`config.mk`:
```
export PLATFORM = sky130hd
export DESIGN_NAME = rms_level_activity_gate_flat
export DESIGN_NICKNAME = d
export VERILOG_FILES = /design/src/rtl/rlag_pkg.sv /design/src/rtl/rlag_in_if.sv /design/src/rtl/rlag_out_if.sv /design/src/rtl/rlag_datapath.sv /design/src/rtl/rlag_controller.sv /design/src/rtl/rms_level_activity_gate.sv /design/src/flat_wrapper.sv
export SDC_FILE = /design/constraint.sdc
export NUM_CORES = 2
export LEC_CHECK = 0
export BUFFER_PORTS_ARGS = -buffer_cell sky130_fd_sc_hd__buf_2
export CORE_MARGIN = 2
export CORE_UTILIZATION = 60
export DETAILED_ROUTE_END_ITERATION = 12
export HOLD_SLACK_MARGIN = 0.02
export PLACE_DENSITY = 0.76
export SKIP_CTS_REPAIR_TIMING = 1
export SLEW_MARGIN = 20
export SYNTH_ARGS = -nofsm -noshare
export SYNTH_HDL_FRONTEND = slang
export SYNTH_SLANG_ARGS = --single-unit
```
`constraint.sdc`:
```
create_clock -name clk -period 8.4 [get_ports clk]
set_clock_uncertainty 0.05 [all_clocks]
set_input_delay 1.68 -clock clk [delete_from_list [all_inputs] [get_ports clk]]
set_output_delay 1.68 -clock clk [all_outputs]
set_load 0.005 [all_outputs]
```
`src/rtl/rlag_pkg.sv`:
```
// Package for the RMS level activity gate: shared constants, register indexes
// and the command and status structs between controller and datapath.
// No dependencies.
package rlag_pkg;

    // Configuration port geometry and register indexes.
    localparam int CFG_IDX_BITS  = 3;
    localparam int CFG_DATA_BITS = 16;

    localparam logic [CFG_IDX_BITS-1:0] REG_OPEN   = 3'd0;
    localparam logic [CFG_IDX_BITS-1:0] REG_CLOSE  = 3'd1;
    localparam logic [CFG_IDX_BITS-1:0] REG_ATTACK = 3'd2;
    localparam logic [CFG_IDX_BITS-1:0] REG_HOLD   = 3'd3;

    // Level format: 1/16 dBFS, 12 bit signed, floored at -120 dB.
    localparam int LEVEL_BITS  = 12;
    localparam int LEVEL_FLOOR = 1920;
    localparam logic signed [LEVEL_BITS-1:0] FLOOR_LEVEL  = -12'sd1920;
    localparam logic signed [LEVEL_BITS-1:0] OPEN_RESET   = -12'sd640;
    localparam logic signed [LEVEL_BITS-1:0] CLOSE_RESET  = -12'sd800;

    // Log arithmetic: Q16 log2 values and the dB scale 160*log10(2) in Q16.
    localparam int FRAC_BITS  = 16;
    localparam int DIFF_BITS  = 23;
    localparam int SCALE_BITS = 22;
    localparam logic [SCALE_BITS-1:0] DB_SCALE = 22'd3156528;

    // Commands from the controller to the datapath.
    typedef struct packed {
        logic       take;
        logic       accum;
        logic       load_x;
        logic       src_n;
        logic       norm;
        logic       sq_mul;
        logic       sq_upd;
        logic [3:0] bit_idx;
        logic       lg_store;
        logic       diff;
        logic       prod;
        logic       level;
        logic       floor;
        logic       gate;
    } dp_cmd_t;

    // Status from the datapath to the controller.
    typedef struct packed {
        logic last;
        logic zero;
        logic muted;
        logic x_top;
    } dp_stat_t;

endpackage

```
`src/rtl/rlag_in_if.sv`:
```
// Input stream interface of the RMS level activity gate.
// Carries one sample transaction; no package dependency.
interface rlag_in_if #(
    parameter int SAMPLE_BITS = 16
) ();
    logic                          valid;
    logic                          ready;
    logic signed [SAMPLE_BITS-1:0] sample;
    logic                          last_of_block;
    logic [31:0]                   now_ms;
    logic                          muted;

    modport source (output valid, sample, last_of_block, now_ms, muted, input ready);
    modport sink   (input valid, sample, last_of_block, now_ms, muted, output ready);
endinterface

```
`src/rtl/rlag_out_if.sv`:
```
// Output stream interface of the RMS level activity gate.
// Carries one block result transaction; no package dependency.
interface rlag_out_if ();
    logic              valid;
    logic              ready;
    logic              active;
    logic              changed;
    logic signed [11:0] level;

    modport source (output valid, active, changed, level, input ready);
    modport sink   (input valid, active, changed, level, output ready);
endinterface

```
`src/rtl/rlag_datapath.sv`:
```
// Datapath of the RMS level activity gate: square accumulation, the shared
// iterative log2 unit, dB scaling, gate state and the result register.
// Depends on rlag_pkg.
module rlag_datapath
    import rlag_pkg::*;
#(
    parameter int BLOCK_MAX   = 4096,
    parameter int SAMPLE_BITS = 16,
    parameter int TIME_BITS   = 32
) (
    input  logic                          clk,
    input  logic                          rst_n,
    input  dp_cmd_t                       cmd,
    output dp_stat_t                      stat,
    input  logic signed [SAMPLE_BITS-1:0] sample,
    input  logic                          last_of_block,
    input  logic [31:0]                   now_ms,
    input  logic                          muted,
    input  logic                          cfg_we,
    input  logic [CFG_IDX_BITS-1:0]       cfg_index,
    input  logic [CFG_DATA_BITS-1:0]      cfg_data,
    output logic                          active,
    output logic                          changed,
    output logic signed [LEVEL_BITS-1:0]  level
);

    localparam int SUMW   = 2 * SAMPLE_BITS - 1 + $clog2(BLOCK_MAX);
    localparam int CNTW   = $clog2(BLOCK_MAX + 1);
    localparam int NW     = (SUMW > 32) ? SUMW : 32;
    localparam int EW     = $clog2(NW);
    localparam int SQW    = 2 * SAMPLE_BITS;
    localparam int PRODW  = DIFF_BITS + SCALE_BITS + 1;
    localparam logic [DIFF_BITS-1:0] LN_OFS = DIFF_BITS'((2 * SAMPLE_BITS - 2) * 65536);
    localparam logic [PRODW-1:0] ROUND_HALF = PRODW'(64'd1 << 31);

    // Clamp a threshold into the level range.
    function automatic logic signed [LEVEL_BITS-1:0] clamp_thr(
        input logic signed [LEVEL_BITS-1:0] t
    );
        logic signed [LEVEL_BITS-1:0] r;
        r = t;
        if (t < FLOOR_LEVEL) r = FLOOR_LEVEL;
        else if (t > 12'sd0) r = 12'sd0;
        return r;
    endfunction

    // Latched input transaction.
    logic [SAMPLE_BITS-1:0]  mag_reg;
    logic                    last_reg;
    logic                    muted_reg;
    logic [TIME_BITS-1:0]    now_reg;

    // Block accumulators and their snapshot at the block end.
    logic [SUMW-1:0] sum_reg;
    logic [CNTW-1:0] tally_reg;
    logic [SUMW-1:0] work_s_reg;
    logic [CNTW-1:0] work_n_reg;

    // Log unit registers.
    logic [NW-1:0]        x_reg;
    logic [EW-1:0]        e_reg;
    logic [31:0]          m_reg;
    logic [15:0]          f_reg;
    logic [63:0]          p_reg;
    logic [DIFF_BITS-1:0] ls_reg;
    logic [DIFF_BITS-1:0] ln_reg;
    logic [DIFF_BITS-1:0] d_reg;
    logic [PRODW-1:0]     lp_reg;
    logic signed [LEVEL_BITS-1:0] level_reg;

    // Gate state and configuration.
    logic                 gate_open_reg, gate_open_next;
    logic                 rise_valid_reg, rise_valid_next;
    logic [TIME_BITS-1:0] rise_time_reg, rise_time_next;
    logic                 loud_valid_reg, loud_valid_next;
    logic [TIME_BITS-1:0] loud_time_reg, loud_time_next;
    logic signed [LEVEL_BITS-1:0] open_thr_reg;
    logic signed [LEVEL_BITS-1:0] close_thr_reg;
    logic [15:0]          attack_reg;
    logic [15:0]          hold_reg;

    // Result register.
    logic                 active_reg;
    logic                 changed_reg;
    logic signed [LEVEL_BITS-1:0] out_level_reg;

    // Input conversion: magnitude of the sample and the time cut to TIME_BITS.
    logic [SAMPLE_BITS-1:0] in_mag;
    logic [63:0]            now_wide;
    assign in_mag   = sample[SAMPLE_BITS-1] ? SAMPLE_BITS'(-sample) : SAMPLE_BITS'(sample);
    assign now_wide = {32'd0, now_ms};

    // Square and accumulate, ignoring samples past the block limit.
    logic [SQW-1:0]  sq;
    logic            room;
    logic [SUMW-1:0] acc_sum;
    logic [CNTW-1:0] acc_tally;
    assign sq        = SQW'(mag_reg) * SQW'(mag_reg);
    assign room      = tally_reg < CNTW'(BLOCK_MAX);
    assign acc_sum   = room ? sum_reg + SUMW'(sq) : sum_reg;
    assign acc_tally = room ? tally_reg + CNTW'(1) : tally_reg;

    // One squaring step of the log fraction.
    logic [32:0]          m_sq;
    logic [DIFF_BITS-1:0] lg_val;
    assign m_sq   = p_reg[63:31];
    assign lg_val = DIFF_BITS'({e_reg, f_reg});

    // Rounded, saturated dB magnitude.
    logic [PRODW-1:0] rounded;
    logic [PRODW-33:0] db_mag;
    logic [LEVEL_BITS-1:0] db_sat;
    assign rounded = lp_reg + ROUND_HALF;
    assign db_mag  = rounded[PRODW-1:32];
    assign db_sat  = (db_mag > (PRODW-32)'(LEVEL_FLOOR)) ? LEVEL_BITS'(LEVEL_FLOOR)
                                                          : LEVEL_BITS'(db_mag);

    // Gate decision for the finished block.
    logic signed [LEVEL_BITS-1:0] open_eff;
    logic signed [LEVEL_BITS-1:0] close_c;
    logic signed [LEVEL_BITS-1:0] close_eff;
    logic [TIME_BITS-1:0]         rise_base;
    logic                         attack_ok;
    logic                         hold_ok;
    logic signed [LEVEL_BITS-1:0] blk_level;

    assign open_eff  = clamp_thr(open_thr_reg);
    assign close_c   = clamp_thr(close_thr_reg);
    assign close_eff = (close_c > open_eff) ? open_eff : close_c;
    assign rise_base = rise_valid_reg ? rise_time_reg : now_reg;
    assign attack_ok = TIME_BITS'(now_reg - rise_base) >= TIME_BITS'(attack_reg);
    assign hold_ok   = TIME_BITS'(now_reg - loud_time_reg) >= TIME_BITS'(hold_reg);
    assign blk_level = muted_reg ? FLOOR_LEVEL : level_reg;

    always_comb
    begin
        gate_open_next  = gate_open_reg;
        rise_valid_next = rise_valid_reg;
        rise_time_next  = rise_time_reg;
        loud_valid_next = loud_valid_reg;
        loud_time_next  = loud_time_reg;
        if (muted_reg)
        begin
            gate_open_next  = 1'b0;
            rise_valid_next = 1'b0;
            rise_time_next  = '0;
            loud_valid_next = 1'b0;
            loud_time_next  = '0;
        end
        else if (!gate_open_reg)
        begin
            if (level_reg < open_eff)
            begin
                rise_valid_next = 1'b0;
            end
            else
            begin
                if (!rise_valid_reg)
                begin
                    rise_valid_next = 1'b1;
                    rise_time_next  = now_reg;
                end
                if (attack_ok)
                begin
                    gate_open_next  = 1'b1;
                    loud_valid_next = 1'b1;
                    loud_time_next  = now_reg;
                end
            end
        end
        else if (level_reg >= close_eff)
        begin
            loud_valid_next = 1'b1;
            loud_time_next  = now_reg;
        end
        else if (!loud_valid_reg || hold_ok)
        begin
            gate_open_next  = 1'b0;
            rise_valid_next = 1'b0;
            rise_time_next  = '0;
            loud_valid_next = 1'b0;
            loud_time_next  = '0;
        end
    end

    // Input latch and accumulators.
    always_ff @(posedge clk or negedge rst_n)
    begin
        if (!rst_n)
        begin
            last_reg  <= 1'b0;
            muted_reg <= 1'b0;
            sum_reg   <= '0;
            tally_reg <= '0;
        end
        else
        begin
            if (cmd.take)
            begin
                last_reg  <= last_of_block;
                muted_reg <= muted;
            end
            if (cmd.accum)
            begin
                if (last_reg)
                begin
                    sum_reg   <= '0;
                    tally_reg <= '0;
                end
                else
                begin
                    sum_reg   <= acc_sum;
                    tally_reg <= acc_tally;
                end
            end
        end
    end

    // Payload registers of the input latch and the level computation.
    always_ff @(posedge clk)
    begin
        if (cmd.take)
        begin
            mag_reg <= in_mag;
            now_reg <= now_wide[TIME_BITS-1:0];
        end
        if (cmd.accum && last_reg)
        begin
            work_s_reg <= acc_sum;
            work_n_reg <= acc_tally;
        end
        if (cmd.load_x)
        begin
            x_reg <= cmd.src_n ? NW'(work_n_reg) : NW'(work_s_reg);
            e_reg <= EW'(NW - 1);
        end
        if (cmd.norm)
        begin
            if (x_reg[NW-1])
            begin
                m_reg <= x_reg[NW-1 -: 32];
                f_reg <= '0;
            end
            else
            begin
                x_reg <= x_reg << 1;
                e_reg <= e_reg - EW'(1);
            end
        end
        if (cmd.sq_mul)
        begin
            p_reg <= 64'(m_reg) * 64'(m_reg);
        end
        if (cmd.sq_upd)
        begin
            if (m_sq[32])
            begin
                f_reg[cmd.bit_idx] <= 1'b1;
                m_reg <= m_sq[32:1];
            end
            else
            begin
                m_reg <= m_sq[31:0];
            end
        end
        if (cmd.lg_store)
        begin
            if (cmd.src_n) ln_reg <= lg_val + LN_OFS;
            else           ls_reg <= lg_val;
        end
        if (cmd.diff)
        begin
            d_reg <= (ln_reg > ls_reg) ? ln_reg - ls_reg : '0;
        end
        if (cmd.prod)
        begin
            lp_reg <= PRODW'(d_reg) * PRODW'(DB_SCALE);
        end
        if (cmd.level)
        begin
            level_reg <= -$signed(db_sat);
        end
        if (cmd.floor)
        begin
            level_reg <= FLOOR_LEVEL;
        end
        if (cmd.gate)
        begin
            out_level_reg <= blk_level;
        end
    end

    // Gate state, configuration registers and result flags.
    always_ff @(posedge clk or negedge rst_n)
    begin
        if (!rst_n)
        begin
            gate_open_reg  <= 1'b0;
            rise_valid_reg <= 1'b0;
            rise_time_reg  <= '0;
            loud_valid_reg <= 1'b0;
            loud_time_reg  <= '0;
            open_thr_reg   <= OPEN_RESET;
            close_thr_reg  <= CLOSE_RESET;
            attack_reg     <= '0;
            hold_reg       <= '0;
            active_reg     <= 1'b0;
            changed_reg    <= 1'b0;
        end
        else if (cfg_we && cfg_index <= REG_HOLD)
        begin
            // Any valid register write also closes the gate.
            unique case (cfg_index)
                REG_OPEN:   open_thr_reg  <= cfg_data[LEVEL_BITS-1:0];
                REG_CLOSE:  close_thr_reg <= cfg_data[LEVEL_BITS-1:0];
                REG_ATTACK: attack_reg    <= cfg_data;
                REG_HOLD:   hold_reg      <= cfg_data;
                default:    ;
            endcase
            gate_open_reg  <= 1'b0;
            rise_valid_reg <= 1'b0;
            rise_time_reg  <= '0;
            loud_valid_reg <= 1'b0;
            loud_time_reg  <= '0;
        end
        else if (cmd.gate)
        begin
            gate_open_reg  <= gate_open_next;
            rise_valid_reg <= rise_valid_next;
            rise_time_reg  <= rise_time_next;
            loud_valid_reg <= loud_valid_next;
            loud_time_reg  <= loud_time_next;
            active_reg     <= gate_open_next;
            changed_reg    <= gate_open_next != gate_open_reg;
        end
    end

    // Status and result outputs.
    assign stat.last  = last_reg;
    assign stat.zero  = (work_s_reg == '0) || (work_n_reg == '0);
    assign stat.muted = muted_reg;
    assign stat.x_top = x_reg[NW-1];

    assign active  = active_reg;
    assign changed = changed_reg;
    assign level   = out_level_reg;

endmodule

```
`src/rtl/rlag_controller.sv`:
```
// Controller of the RMS level activity gate: sequences accumulation, the two
// log2 passes, scaling and the gate update, and owns both handshakes.
// Depends on rlag_pkg.
module rlag_controller
    import rlag_pkg::*;
(
    input  logic     clk,
    input  logic     rst_n,
    input  logic     in_valid,
    output logic     in_ready,
    output logic     out_valid,
    input  logic     out_ready,
    input  dp_stat_t stat,
    output dp_cmd_t  cmd
);

    localparam logic [3:0] ST_IDLE  = 4'd0;
    localparam logic [3:0] ST_ACC   = 4'd1;
    localparam logic [3:0] ST_CHECK = 4'd2;
    localparam logic [3:0] ST_LOAD  = 4'd3;
    localparam logic [3:0] ST_NORM  = 4'd4;
    localparam logic [3:0] ST_MUL   = 4'd5;
    localparam logic [3:0] ST_UPD   = 4'd6;
    localparam logic [3:0] ST_STORE = 4'd7;
    localparam logic [3:0] ST_DIFF  = 4'd8;
    localparam logic [3:0] ST_PROD  = 4'd9;
    localparam logic [3:0] ST_LEVEL = 4'd10;
    localparam logic [3:0] ST_GATE  = 4'd11;

    logic [3:0] state_reg, state_next;
    logic       pass_reg, pass_next;
    logic [3:0] cnt_reg, cnt_next;
    logic       out_valid_reg, out_valid_next;
    logic       slot_free;

    assign slot_free = !out_valid_reg || out_ready;

    // Next state and commands.
    always_comb
    begin
        state_next     = state_reg;
        pass_next      = pass_reg;
        cnt_next       = cnt_reg;
        out_valid_next = out_valid_reg && !out_ready;
        in_ready       = 1'b0;
        cmd            = '0;
        cmd.src_n      = pass_reg;
        cmd.bit_idx    = cnt_reg;
        unique case (state_reg)
            ST_IDLE:
            begin
                in_ready = 1'b1;
                if (in_valid)
                begin
                    cmd.take   = 1'b1;
                    state_next = ST_ACC;
                end
            end
            ST_ACC:
            begin
                cmd.accum  = 1'b1;
                state_next = stat.last ? ST_CHECK : ST_IDLE;
            end
            ST_CHECK:
            begin
                if (stat.muted || stat.zero)
                begin
                    cmd.floor  = 1'b1;
                    state_next = ST_GATE;
                end
                else
                begin
                    pass_next  = 1'b0;
                    state_next = ST_LOAD;
                end
            end
            ST_LOAD:
            begin
                cmd.load_x = 1'b1;
                state_next = ST_NORM;
            end
            ST_NORM:
            begin
                cmd.norm = 1'b1;
                if (stat.x_top)
                begin
                    cnt_next   = 4'd15;
                    state_next = ST_MUL;
                end
            end
            ST_MUL:
            begin
                cmd.sq_mul = 1'b1;
                state_next = ST_UPD;
            end
            ST_UPD:
            begin
                cmd.sq_upd = 1'b1;
                if (cnt_reg == 4'd0)
                begin
                    state_next = ST_STORE;
                end
                else
                begin
                    cnt_next   = cnt_reg - 4'd1;
                    state_next = ST_MUL;
                end
            end
            ST_STORE:
            begin
                cmd.lg_store = 1'b1;
                if (pass_reg)
                begin
                    state_next = ST_DIFF;
                end
                else
                begin
                    pass_next  = 1'b1;
                    state_next = ST_LOAD;
                end
            end
            ST_DIFF:
            begin
                cmd.diff   = 1'b1;
                state_next = ST_PROD;
            end
            ST_PROD:
            begin
                cmd.prod   = 1'b1;
                state_next = ST_LEVEL;
            end
            ST_LEVEL:
            begin
                cmd.level  = 1'b1;
                state_next = ST_GATE;
            end
            ST_GATE:
            begin
                // Wait for the result register to free up.
                if (slot_free)
                begin
                    cmd.gate       = 1'b1;
                    out_valid_next = 1'b1;
                    state_next     = ST_IDLE;
                end
            end
            default:
            begin
                state_next = ST_IDLE;
            end
        endcase
    end

    always_ff @(posedge clk or negedge rst_n)
    begin
        if (!rst_n)
        begin
            state_reg     <= ST_IDLE;
            pass_reg      <= 1'b0;
            cnt_reg       <= '0;
            out_valid_reg <= 1'b0;
        end
        else
        begin
            state_reg     <= state_next;
            pass_reg      <= pass_next;
            cnt_reg       <= cnt_next;
            out_valid_reg <= out_valid_next;
        end
    end

    assign out_valid = out_valid_reg;

endmodule

```
`src/rtl/rms_level_activity_gate.sv`:
```
// Top level of the RMS level activity gate: joins controller and datapath
// to the stream interfaces and the configuration write port.
// Depends on rlag_pkg, rlag_in_if, rlag_out_if, rlag_controller, rlag_datapath.
//
//  Channel   Kind          Payload
//  in_ch     stream sink   sample, last_of_block, now_ms, muted
//  out_ch    stream source active, changed, level (one per block)
//  cfg_*     write port    cfg_index selects register, cfg_data value
//
// A sample that does not end a block is accepted, then squared and added.
// A block-end sample then runs two log2 passes, on the sum and on the tally.
// Each pass normalizes by a shift count of up to 42, then takes the shared log
// unit's 16 multiply-and-square steps; difference, scaling, level, gate follow.
// A muted or silent block skips the log passes and goes to the gate update.
// A finished result waits in the output register; further samples are taken
// meanwhile, but the next block end waits for that register to be taken.
// Reset clears the accumulators, gate state and configuration at once.
module rms_level_activity_gate
    import rlag_pkg::*;
#(
    parameter int BLOCK_MAX   = 4096,
    parameter int SAMPLE_BITS = 16,
    parameter int TIME_BITS   = 32
) (
    input  logic                     clk,
    input  logic                     rst_n,
    rlag_in_if.sink                  in_ch,
    rlag_out_if.source               out_ch,
    input  logic                     cfg_we,
    input  logic [CFG_IDX_BITS-1:0]  cfg_index,
    input  logic [CFG_DATA_BITS-1:0] cfg_data
);

    dp_cmd_t  cmd;
    dp_stat_t stat;

    // Sequencing and handshakes.
    rlag_controller u_ctrl (
        .clk       (clk),
        .rst_n     (rst_n),
        .in_valid  (in_ch.valid),
        .in_ready  (in_ch.ready),
        .out_valid (out_ch.valid),
        .out_ready (out_ch.ready),
        .stat      (stat),
        .cmd       (cmd)
    );

    // Arithmetic, gate state and result register.
    rlag_datapath #(
        .BLOCK_MAX   (BLOCK_MAX),
        .SAMPLE_BITS (SAMPLE_BITS),
        .TIME_BITS   (TIME_BITS)
    ) u_dp (
        .clk           (clk),
        .rst_n         (rst_n),
        .cmd           (cmd),
        .stat          (stat),
        .sample        (in_ch.sample),
        .last_of_block (in_ch.last_of_block),
        .now_ms        (in_ch.now_ms),
        .muted         (in_ch.muted),
        .cfg_we        (cfg_we),
        .cfg_index     (cfg_index),
        .cfg_data      (cfg_data),
        .active        (out_ch.active),
        .changed       (out_ch.changed),
        .level         (out_ch.level)
    );

endmodule
```
`src/flat_wrapper.sv`:
```
// flat-port wrapper written by rule: the top's interface ports become plain ports
module rms_level_activity_gate_flat import rlag_pkg::*;
#(
    parameter int BLOCK_MAX   = 4096,
    parameter int SAMPLE_BITS = 16,
    parameter int TIME_BITS   = 32
)
  (clk, rst_n, cfg_we, cfg_index, cfg_data, in_ch_valid, in_ch_sample, in_ch_last_of_block, in_ch_now_ms, in_ch_muted, in_ch_ready, out_ch_valid, out_ch_active, out_ch_changed, out_ch_level, out_ch_ready);
  rlag_in_if #(.SAMPLE_BITS(SAMPLE_BITS)) in_ch_i ();
  rlag_out_if out_ch_i ();
  input  logic clk;
  input  logic rst_n;
  input  logic cfg_we;
  input  logic [CFG_IDX_BITS-1:0] cfg_index;
  input  logic [CFG_DATA_BITS-1:0] cfg_data;
  input wire logic [$bits(in_ch_i.valid)-1:0] in_ch_valid;
  input wire logic [$bits(in_ch_i.sample)-1:0] in_ch_sample;
  input wire logic [$bits(in_ch_i.last_of_block)-1:0] in_ch_last_of_block;
  input wire logic [$bits(in_ch_i.now_ms)-1:0] in_ch_now_ms;
  input wire logic [$bits(in_ch_i.muted)-1:0] in_ch_muted;
  output wire logic [$bits(in_ch_i.ready)-1:0] in_ch_ready;
  output wire logic [$bits(out_ch_i.valid)-1:0] out_ch_valid;
  output wire logic [$bits(out_ch_i.active)-1:0] out_ch_active;
  output wire logic [$bits(out_ch_i.changed)-1:0] out_ch_changed;
  output wire logic [$bits(out_ch_i.level)-1:0] out_ch_level;
  input wire logic [$bits(out_ch_i.ready)-1:0] out_ch_ready;
  assign in_ch_i.valid = in_ch_valid;
  assign in_ch_i.sample = in_ch_sample;
  assign in_ch_i.last_of_block = in_ch_last_of_block;
  assign in_ch_i.now_ms = in_ch_now_ms;
  assign in_ch_i.muted = in_ch_muted;
  assign in_ch_ready = in_ch_i.ready;
  assign out_ch_valid = out_ch_i.valid;
  assign out_ch_active = out_ch_i.active;
  assign out_ch_changed = out_ch_i.changed;
  assign out_ch_level = out_ch_i.level;
  assign out_ch_i.ready = out_ch_ready;
  rms_level_activity_gate #(.BLOCK_MAX(BLOCK_MAX), .SAMPLE_BITS(SAMPLE_BITS), .TIME_BITS(TIME_BITS)) u_core (.clk(clk), .rst_n(rst_n), .in_ch(in_ch_i), .out_ch(out_ch_i), .cfg_we(cfg_we), .cfg_index(cfg_index), .cfg_data(cfg_data));
endmodule
```
==> impl_metrics.csv <==
group,metric,value,unit
synthesis,syn-cell-area,0.0703,mm2
worst_setup_path,cp-start-kind,"flip-flop",
sta,clock.fmax,0.123,GHz
detailed_routing,detail_route.wl_per_cell,19.5,um
floorplanning,core-area,0.116,mm2
global_route,grt_pass1_wl,284000,um
synthesis,ys_seq_area_share,20.3,%
cts,clk_pin_slew,0.07,ns
worst_setup_path,required,8.73,ns
worst_setup_path,crit_path_end_kind,"flip-flop",
floorplanning,initial_core_util,60.5,%
detailed_routing,drtIter0Drc,3819,
sta,slew_violations,0,
cts,cts-root-buf,"clkbuf_16",
worst_setup_path,path_max_fanout,9,
detailed_routing,ant_nets,0,
detailed_routing,drc,0,
finish,syn_to_final_growth,7.04,%
floorplanning,io_pins,90,
floorplanning,die_y,346,um
detailed_routing,vias,50400,
cts,clk_latency,0.66,ns
synthesis,ys_warn_count,0,
min_path,worst_hold_path_type,"flip-flop to flip-flop",
global_route,grt_antenna_before_repair,6,
sta,worstMarginPinSlew,1.04,ns
synthesis,synth-edff-count,263,
cts,cts_buffers,58,
floorplanning,num_rows,125,
cts,cts_htree_levels,2,
detailed_routing,via_per_inst,5.70,
synthesis,syn_avg_cell_area,9.74,um2
global_route,grt_usage,29.7,%
sta,max-slew-margin-rel,30.5,%
finish,fin_nets,9162,
detailed_routing,first_pass_iters,6,
worst_setup_path,crit_type,"flip-flop to flip-flop",
finish,drive_gt1_share,7.00,%
cts,cts.sinks,533,
floorplanning,die_area,0.120,mm2
cts,cts_tree,"yes",
worst_setup_path,cp_num_buf_inv,7,
worst_setup_path,crit_top_cell,"fa_1",
global_route,grt-ovfl-total,0,
place,portBuffers,89,
sta,rsz0062_at_grt,"true",
synthesis,synth_cell_types,91,
floorplanning,die_x,346,um
sta,setup_viol,0,
sta,fin_crit_sh,96.8,%
worst_setup_path,cp_top_family,"adder cells",
worst_setup_path,crit_start,"u_core.u_dp.m_reg[8]$_DFFE_PP_",
synthesis,synth_seq_cells,533,
run_status,outcome,"complete, no violations",
synthesis,ys.flop_type,"edfxtp_1",
place,dp_hpwl,140000,um
worst_setup_path,r2r_start,"u_core.u_dp.m_reg[8]$_DFFE_PP_",
worst_setup_path,cp_slowest_cell,"edfxtp_1",
global_route,grt_pass1_vias,54000,
worst_setup_path,critPathMaxStageDelay,0.60,ns
run,max-cap-violations,0,
min_path,min-delay-start,"u_core.u_dp.f_reg[0]$_DFF_P_",
synthesis,synthCells,7214,
detailed_routing,wl,172000,um
finish,fin_util,64.7,%
sta,post-route-min-period,8.13,ns
global_route,grt_max_degree,69,
synthesis,syn_nets,9114,
cts,cts_buffer_depth,3,
worst_setup_path,crit_arrival,8.45,ns
synthesis,postSynth.asyncResetShare,36.2,%
sta,final-hold-violation-count,0,
place,finalWeightedCongestion,0.935,
## cell families after synthesis
family,Yosys count,synth area share (%)
xor gates and xnor gates,229,2.85
AOI/OAI and AO/OA,939,9.01
and+or+nand+nor,1648,11.3
DFF,533,20.3
adders and majority gates,1826,44.0
muxes,159,2.39
buffers and inverters,1880,10.1
## layer usage
| metal | up-vias | wire length (um) | global-route usage, % |
|---|---|---|---|
| li1 | 23100 | - | - |
| met3 | 339 | 12400 | 3.84 |
| met2 | 1694 | 81800 | 49.3 |
| met1 | 25300 | 71000 | 40.4 |
| met5 | - | 0 | 0 |
| met4 | 0 | 6820 | 10.6 |
## worst paths after layout
path / end / slack, ns / depth (start not counted)
setup / recovery: u_core.u_dp.p_reg[63]$_DFFE_PP_ / 0.27 / 28
hold / removal: u_core.u_dp.ls_reg[0]$_DFFE_PP_ / 0.40 / 0
setup reg to reg: u_core.u_dp.p_reg[63]$_DFFE_PP_ / 0.27 / 28
hold reg to reg: u_core.u_dp.ls_reg[0]$_DFFE_PP_ / 0.40 / 0
max in group asynchronous: u_core.u_dp.tally_reg[12]$_DFFE_PN0N_ / 5.82 / 2
min in group asynchronous: u_core.u_dp.rise_time_reg[11]$_DFFE_PN0P_ / 0.95 / 1
## layout by cell type (no fill, tap or decap), drive strengths merged, types with 14 or more instances in the layout
cell,synthesis,layout
inv,1640,1641
a22o,21,21
or3,26,26
a21oi,230,230
ha,755,755
o31ai,17,17
nor2,250,250
nor3,73,73
o2bb2ai,30,30
xnor2,129,129
buf,22,222
a31o,14,14
or2,16,16
clkbuf,215,79
nand3,78,78
mux2,70,70
xor2,100,100
o21ai,265,265
nor4,34,34
and2,279,279
and3,63,63
fa,1071,1071
edfxtp,263,263
dfrtp,184,184
nand4,41,41
a211oi,29,29
mux2i,89,89
nand2,651,651
nor2b,56,56
o21a,36,36
a31oi,25,25
o211ai,21,21
a32o,34,34
nand2b,43,43
o22ai,23,23
dfxtp,77,77
o21bai,16,16
a21o,75,75
clkinv,3,24
## cell usage after synthesis (100+ instances only)
| master | number | area, um2 |
|---|---|---|
| a21oi_1 | 230 | 1150 |
| and2_1 | 277 | 1730 |
| inv_1 | 1640 | 6160 |
| dfrtp_1 | 184 | 4600 |
| fa_1 | 1071 | 21400 |
| nand2_1 | 650 | 2440 |
| ha_1 | 755 | 9450 |
| clkbuf_1 | 215 | 807 |
| nor2_1 | 250 | 938 |
| edfxtp_1 | 263 | 7900 |
| xnor2_1 | 129 | 1130 |
| o21ai_0 | 253 | 1270 |
| xor2_1 | 100 | 876 |
## metrics by stage
step	std cells	hold slack, ns	worst slack (ns)	instance area (um2)	TNS, ns
after CTS	8825	0.404	-0.155	75000	-0.578
final	8838	0.404	0.272	75200	0
after global placement	8715	0.383	0.0551	72900	0
after detailed placement	8715	0.389	-0.106	72900	-0.444
after floorplan	7214	0.356	0.632	70300	0
after global routing	8836	0.420	-0.0323	75200	-0.0323
## layout make-up
class,instances,area [um2]
antenna,2,5.00
clock buffer,76,1680
clock inverter,34,388
fill,9211,41000
inverter,1643,6170
multi-input combinational,4801,49000
sequential,533,14300
tap,1524,1910
timing repair buffer,225,1760
Power is left out: the tool's default activity adds up to more than one toggle a clock period on the data nets, which glitch-free logic cannot reach.
